<file path="src/hdl/go_to_point_drive_control_macros.svh">
// assertion macros for the go-to-point drive controller
`ifndef GO_TO_POINT_DRIVE_CONTROL_MACROS_SVH
`define GO_TO_POINT_DRIVE_CONTROL_MACROS_SVH
`ifndef SYNTHESIS
// same-cycle implication
`define GTP_ASSERT_IMP(label, clk, rst_n, ante, cons) \
  label: assert property (@(posedge clk) disable iff (!rst_n) (ante) |-> (cons)) \
    else $error("same-cycle check failed");
// next-cycle implication
`define GTP_ASSERT_NXT(label, clk, rst_n, ante, cons) \
  label: assert property (@(posedge clk) disable iff (!rst_n) (ante) |=> (cons)) \
    else $error("next-cycle check failed");
`else
`define GTP_ASSERT_IMP(label, clk, rst_n, ante, cons)
`define GTP_ASSERT_NXT(label, clk, rst_n, ante, cons)
`endif
`endif

</file>
<file path="src/hdl/gtp_pkg.sv">
// shared types and constants of the go-to-point drive controller
`timescale 1ns / 1ps
package gtp_pkg;

  localparam int CFG_ADDR_W  = 3;
  localparam int CFG_DATA_W  = 32;
  localparam int ANG_W       = 26;
  localparam int ATAN_W      = 22;
  localparam int ATAN_LEN    = 24;
  localparam int HEAD_W      = 16;
  localparam int E_W         = 17;
  localparam int SPEED_W     = 14;
  localparam int ROT_W       = 34;
  localparam int QUEUE_DEPTH = 4;

  localparam logic signed [ANG_W-1:0] HALF_TURN_Z    = 26'sd11796480;
  localparam logic signed [E_W-1:0]   HALF_TURN_64   = 17'sd11520;
  localparam logic signed [E_W-1:0]   FULL_TURN_64   = 17'sd23040;
  localparam logic signed [E_W-1:0]   QUARTER_TURN_64 = 17'sd5760;
  localparam logic [15:0]             INV_GAIN_Q16   = 16'd39797;
  localparam logic [31:0]             INV_GAIN_Q30   = 32'd652032874;
  localparam logic signed [15:0]      SPIN_POWER     = 16'sd48;

  // arctangent of 2^-i in 2^-16 degree
  localparam logic [ATAN_W-1:0] ATAN_TAB [ATAN_LEN] = '{
    22'd2949120, 22'd1740967, 22'd919879, 22'd466945, 22'd234379, 22'd117304,
    22'd58666, 22'd29335, 22'd14668, 22'd7334, 22'd3667, 22'd1833,
    22'd917, 22'd458, 22'd229, 22'd115, 22'd57, 22'd29,
    22'd14, 22'd7, 22'd4, 22'd2, 22'd1, 22'd0
  };

  typedef enum logic [CFG_ADDR_W-1:0] {
    REG_TARGET_X      = 3'd0,
    REG_TARGET_Y      = 3'd1,
    REG_MAX_SPEED     = 3'd2,
    REG_STOP_RADIUS   = 3'd3,
    REG_DISTANCE_GAIN = 3'd4,
    REG_STEER_GAIN    = 3'd5
  } cfg_reg_e;

  typedef enum logic [1:0] {
    MODE_DRIVE   = 2'd0,
    MODE_RANGE   = 2'd1,
    MODE_LOST    = 2'd2,
    MODE_ARRIVED = 2'd3
  } drive_mode_e;

  typedef struct packed {
    logic [CFG_DATA_W-1:0] target_x;
    logic [CFG_DATA_W-1:0] target_y;
    logic [9:0]            max_speed;
    logic [14:0]           stop_radius;
    logic [11:0]           distance_gain;
    logic [11:0]           steer_gain;
  } cfg_t;

  typedef struct packed {
    logic full;
    logic empty;
  } q_status_t;

  // zero-extended angle step for one cordic iteration
  function automatic logic signed [ANG_W-1:0] atan_step(logic [4:0] idx);
    return {{(ANG_W-ATAN_W){1'b0}}, ATAN_TAB[idx]};
  endfunction

endpackage

</file>
<file path="src/hdl/gtp_queue.sv">
// short item queue between the front and back pipelines
`timescale 1ns / 1ps
module gtp_queue #(
  parameter int WIDTH = 8,
  parameter int DEPTH = 4
) (
  input  logic               clk_i,
  input  logic               rst_ni,
  input  logic               push_i,
  input  logic [WIDTH-1:0]   data_i,
  input  logic               pop_i,
  output logic [WIDTH-1:0]   data_o,
  output gtp_pkg::q_status_t status_o
);

  localparam int PTR_W = (DEPTH > 1) ? $clog2(DEPTH) : 1;
  localparam int CNT_W = $clog2(DEPTH + 1);

  logic [WIDTH-1:0] mem_q [DEPTH];
  logic [PTR_W-1:0] wr_q, rd_q;
  logic [CNT_W-1:0] cnt_q;

  // storage
  always_ff @(posedge clk_i) begin
    if (push_i) begin
      mem_q[wr_q] <= data_i;
    end
  end

  // pointers and fill count
  always_ff @(posedge clk_i or negedge rst_ni) begin
    if (!rst_ni) begin
      wr_q  <= '0;
      rd_q  <= '0;
      cnt_q <= '0;
    end else begin
      if (push_i) begin
        wr_q <= (wr_q == PTR_W'(DEPTH - 1)) ? '0 : wr_q + 1'b1;
      end
      if (pop_i) begin
        rd_q <= (rd_q == PTR_W'(DEPTH - 1)) ? '0 : rd_q + 1'b1;
      end
      if (push_i && !pop_i) begin
        cnt_q <= cnt_q + 1'b1;
      end else if (pop_i && !push_i) begin
        cnt_q <= cnt_q - 1'b1;
      end
    end
  end

  assign data_o         = mem_q[rd_q];
  assign status_o.full  = (cnt_q == CNT_W'(DEPTH));
  assign status_o.empty = (cnt_q == '0);

endmodule

</file>
<file path="config.mk">
export PLATFORM = sky130hd
export DESIGN_NAME = gtp_queue
export DESIGN_NICKNAME = d
export VERILOG_FILES = /design/src/hdl/go_to_point_drive_control_macros.svh /design/src/hdl/gtp_pkg.sv /design/src/hdl/gtp_queue.sv
export SDC_FILE = /design/constraint.sdc
export NUM_CORES = 1
export LEC_CHECK = 0
export ABC_AREA = 0
export BUFFER_PORTS_ARGS = -buffer_cell sky130_fd_sc_hd__buf_2
export CORE_UTILIZATION = 50
export DETAILED_ROUTE_END_ITERATION = 10
export PLACE_DENSITY = 0.83
export SYNTH_ARGS = -nofsm -noshare
export SYNTH_HDL_FRONTEND = slang
export SYNTH_SLANG_ARGS = --single-unit
</file>
<file path="constraint.sdc">
create_clock -name clk_i -period 1.4 [get_ports clk_i]
set_input_delay 0.07 -clock clk_i [delete_from_list [all_inputs] [get_ports clk_i]]
set_output_delay 0.07 -clock clk_i [all_outputs]
set_load 0.01 [all_outputs]
</file>
Yosys cells after proc, flatten, opt, wreduce, memory -nomap -nowiden
Memories as Yosys holds them, arrays and structs flattened. Cells that the tools add are included.

Register bits: 7. RAM bits: 32. Output and inout port bits: 10. Memories: 1.

Add/subtract/negate cells: 4. Equality and inequality tests: 3. Multiplexer cells: 6. Reductions and logical operators: 6.

Memories: mem_q (words 4, width 8, rd ports 1, clocked after memory_dff 0, write ports 1, line gtp_queue.sv:19) `logic [WIDTH-1:0] mem_q [DEPTH];`.

Operators by type and width (number): 2-to-1 mux 3 bit (2); adder 2 x 1 -> 2 bit (second input constant) (2); == test 2 bit (second input constant) (2); 2-to-1 mux 2 bit (2); adder 3 x 1 -> 3 bit (second input constant) (1); == test 3 bit (second input constant) (1); logical NOT 3 bit (1); subtractor 3 x 1 -> 3 bit (second input constant) (1); logical AND 1 bit (2); logical NOT 1 bit (2); 2-to-1 mux 1 bit (2); nonzero test 2 bit (1).

Depth between registers and ports, before layout
Depth after elaboration: 4. Depth in mapped cells: 7. Depth with buffers taken out: 7.

Worst setup path after synthesis
Ideal clock, no wire load.

Kind: register to register. From: register cnt_q[0]. To: register cnt_q[2]. Setup time: 0.079 ns. Data arrival time: 1.217 ns. Setup slack: 0.103 ns. Cell stages (with the launch flop): 5. Path buffers: 0. Clock period less this slack: 1.297 ns. Cell sequence: dfrtp_1 fa_1 xor2_1 nor2_1 xor2_1.

Word-level cells in the longest chain between the ends: 3. Elaborated cells on any way between the ends: 4. Classes of those cells: add/sub: 2; mux: 2.

Ends and longest elaborated chain: from (decl) (line gtp_queue.sv:21) `logic [CNT_W-1:0] cnt_q;`; from (signal assigned) (line gtp_queue.sv:44) `cnt_q <= cnt_q + 1'b1;`; from (signal assigned) (line gtp_queue.sv:46) `cnt_q <= cnt_q - 1'b1;`; subtractor 3 x 1 -> 3 bit (line gtp_queue.sv:46); 2-to-1 mux 3 bit (line gtp_queue.sv:45) `end else if (pop_i && !push_i) begin`; 2-to-1 mux 3 bit (*) (line gtp_queue.sv:43) `if (push_i && !pop_i) begin`.

Every way passes the cells marked *; elsewhere a longest branch is shown, timed or not. The select of a mux whose other input is x is not followed. A chain may end at the register's enable or synchronous reset.

Worst setup path after layout
From: register rd_q[0]. To: output data_o[1].

Word-level cells in the longest chain between the ends: 1.

Ends and longest elaborated chain: from (decl) (line gtp_queue.sv:20) `logic [PTR_W-1:0] wr_q, rd_q;`; from (signal assigned) (line gtp_queue.sv:41) `rd_q <= (rd_q == PTR_W'(DEPTH - 1)) ? '0 : rd_q + 1'b1;`; memory read (4 x 8 bit); to (decl) (line gtp_queue.sv:12) `output logic [WIDTH-1:0] data_o,`.

Every way passes these cells.

==> impl_summary.md <==
Clock tree
The worst-skew pair later-pin latency is 0.33 ns. The number of clock sinks is 39. The number of buffers between clock root and the deepest sink is 2.

The H-tree generated during clock tree synthesis spans 2 levels. The CTS tree is yes. The register clock-pin slew on the reported worst setup and hold paths is 0.10 ns. The number of buffers created by CTS is 5. The tree is rooted in a clkbuf_4.

Finish
The number of nets at the end of the flow is 147. The post-synthesis to final-layout area growth is 29.9%. 0 antenna diodes ended up in the layout.

The count of cells in the finished layout, fillers not included, comes to 160. The finished cells cover 2040 um2. The fraction of layout instances using a drive strength above 1 is 41.9%.

Global route
The number of global-route vias before repair is 922. The largest net degree at the start of global routing is 13. In the global route stage, met2 resource usage came out at 32.5%. The layer carrying the most global-route usage is met2. The first global-routing pass estimated 4250 um of wire. The number of antenna violations at the first check in global routing was 0.

The global routing usage on met1 is 20.2%. Global routing used 18.3% of the available tracks. The global route total overflow is 0. The met3 demand-to-capacity share in global routing is 6.47%.

Die
The region available for standard cell placement spans 2850 um2. The top-level I/O count is 22. The number of core rows is 19.

The height of the die is 58.0 um. The starting density of the core is 55.0%. From left edge to right edge, the die measures 58.0 um. The total die area is 3360 um2.

STA
Setup slack on the critical path of the routed design comes to -0.205 ns. Setup repair after global routing could not meet its margin everywhere. The final number of setup-violating endpoints is 8.

The count of final max-slew check failures came to 0. The worst path in the final design needs a cycle of 1.61 ns, including I/O delays and setup. For the pin with the worst max-slew slack, the measured transition is 0.225 ns. The final critical path takes up 115% of the cycle. The clock skew after layout is 0.00544 ns.

In this run the tightest slew margin relative to its limit is 84.9%. The count of endpoints failing hold in the final timing report was 0. Static timing analysis puts the maximum clock frequency at 623 MHz. The minimum hold slack is 0.0117 ns. For the final routed database, the setup TNS stands at -1.52 ns.

Critical path
STA classifies the critical path startpoint as a flop. In this run the critical register-to-register path is launched from cnt_q[1]$_DFFE_PN0P_. The data arrival time of the critical path is 1.54 ns. The largest stage delay on the critical path is 0.51 ns.

The reg-to-reg setup timing slack is 0.04 ns. The worst reg2reg path endpoint is cnt_q[2]$_DFFE_PN0P_. The startpoint-to-endpoint class of the critical path is flop to output port.

The worst setup path is captured at an output port. In this design, the critical path's most frequently occurring cell is buf_6. The most critical setup path has its startpoint at rd_q[0]$_DFFE_PN0P_. The slowest stage of the critical path belongs to the cell mux4_2. The number of cells on the worst reg-to-reg path is 4. Along the worst path, the maximum fanout reaches 5. At the worst endpoint, the required time is 1.33 ns. Walking the worst path, the cells encountered are buf_6 -> mux4_2 -> buf_6.

Logic synthesis
The commonest cells after synthesis are edfxtp_1, mux4_2, dfrtp_1, ha_1. The count of yosys warnings during synthesis is 0. The cell area that synthesis handed to floorplanning was 1570 um2. The async set or reset register ratio after synthesis is 17.9%.

The unique cell type count in the Yosys netlist is 18. The largest family of logic cells by synthesized area is multiplexers. Synthesis inferred 39 register bits.

Summing the areas of all and, or, nand and nor instances in the mapped netlist gives 3.67% of the synthesized area. Of the total synthesized cell area, the portion taken by XOR and XNOR cells is 1.68%. The most frequently used cell type in the post-synthesis netlist is edfxtp_1. After Yosys synthesis, full adders, half adders and majority gates account for 6.07% of the synthesized area. In this run the biggest area consumer among cell types represents 61.3% of the synthesized area. Measured against the total synthesized area, the mux share comes to 12.9%.

The synthesized netlist devotes 1.20% of its cell area to compound gates. By area the synthesized netlist is led by edfxtp_1, mux4_2, dfrtp_1, ha_1, and2_1. Counting every instance in the synthesized netlist gives 79. When the netlist entered floorplanning its net count stood at 98. The sequential element share of the synthesized area is 72.5%. The synthesized design contains 32 enable-type register cells.

The dominant register cell in the synthesized netlist is edfxtp_1. Summed over all instances, the cell type with the most area after synthesis is edfxtp_1. The average instance in the mapped netlist occupies 19.8 um2.

Min path
The path class of the tightest hold or removal check is primary input to flop. For hold timing, the worst endpoint is wr_q[0]$_DFFE_PN0P_. The number of cells traversed by the worst hold path is 2. The worst hold path begins at push_i.

Power and ir drop
The maximum VDD drop is 0.932 mV. The leakage power is 0.804 nW. The cell area power density is 1870 nW/um2.

Detailed routing
The detail route stage leaves a number of antenna-violating nets equal to 0. The overall via count from detail_route is 829. After detailed routing, the number of remaining DRC violations is 2. The detailed-router iteration count before antenna repair is 7.

The wire length reported by the detailed router is 2680 um. The routed length per instance is 16.7 um. For this block, the initial DRC count from the detailed router was 29.

Using the TritonRoute via totals, the vias-per-cell ratio works out to 5.18.

Place
The cell total after placement is 140. The total placed instance area is 1790 um2. The HPWL after detailed placement is 1870 um. The congestion estimate from routability-driven global placement came to 0.669. The number of port buffers is 21.

Run status
The run finished, with violations left. The checks that failed: design-rule violations, negative setup slack.

Job
The tool flagged a number of max-cap violations equal to 0.
[metal layers]
metal	up-vias	part of all wire, %	wire, um
li1	398	-	-
met1	403	36	962
met2	23	57	1540
met3	5	5.1	137
met4	0	1.6	44
met5	-	0	0
[flip-flops by register name, indices dropped and copies added, names as in the netlist]
register and count:
cnt_q 3, mem_q 32, rd_q 2, wr_q 2
[power breakdown]
part | internal [mW] | switching (mW) | total, mW
clock | 0.367 | 0.338 | 0.705
combinational | 0.846 | 0.613 | 1.46
sequential | 1.53 | 0.129 | 1.65
[stage by stage]
step,power [mW],worst slack [ns],utilization (%)
finish,3.82,-0.205,71.4
global placement,2.82,0.0644,62.8
detailed placement,2.89,0.00635,62.8
CTS,3.69,-0.210,69.8
global route,4.06,-0.264,71.4
floorplan,2.40,0.103,-
[kinds of logic after synthesis]
| logic type | after synthesis |
|---|---|
| AOI/OAI and AO/OA | 3 |
| xor gates and xnor gates | 3 |
| adders and majority gates | 7 |
| buffers and inverters | 6 |
| DFF | 39 |
| muxes | 10 |
| and+or+nand+nor | 11 |
[how the worst max path moves through the flow]
| stage | endpoint | cells after the start | slack [ns] |
|---|---|---|---|
| floorplan | cnt_q[2]$_DFFE_PN0P_ | 4 | 0.10 |
| global placement | cnt_q[2]$_DFFE_PN0P_ | 8 | 0.06 |
| detailed placement | cnt_q[2]$_DFFE_PN0P_ | 8 | 0.006 |
| CTS | data_o[3] | 3 | -0.21 |
| global route | data_o[1] | 3 | -0.26 |
| finish | data_o[1] | 3 | -0.21 |
[placed cells by master, fill, tap and decap left out]
cell type	n
nand2_1	2
xnor2_1	1
a21o_2	1
bufinv_16	1
nor3b_1	1
ha_1	6
mux4_2	8
dlygate4sd3_1	10
and2_1	4
inv_1	4
buf_2	14
fa_2	1
clkinv_2	1
dfrtp_1	6
mux2_2	2
clkbuf_4	5
buf_4	10
edfxtp_1	32
nor3_1	2
clkinv_1	1
buf_12	1
o21ai_0	2
buf_6	9
xor2_1	2
nor2_1	2
dfrtp_2	1
[what timing repair did]
action / CTS / global route
buffers inserted: 1 / 1
hold buffers: 10 / 0
resized for setup: 3 / 8
gates cloned: 0 / 0
pin swaps: 0 / 3
setup endpoints to repair: 8 / 9
hold endpoints to repair: 40 / 0
[final cells by class]
cell class	instances	area [um2]
sequential	39	1140
fill	180	816
multi-input combinational	34	403
timing repair buffer	44	367
clock inverter	3	38.8
tap	31	38.8
clock buffer	5	37.5
inverter	4	15.0
[critical path, delay by kind of cell (launching register included)]
family   cells  cell delay (ns)
buf+inv      2             0.29
mux          1             0.51
flops        1             0.40
Power figures use the tool's default switching activity.
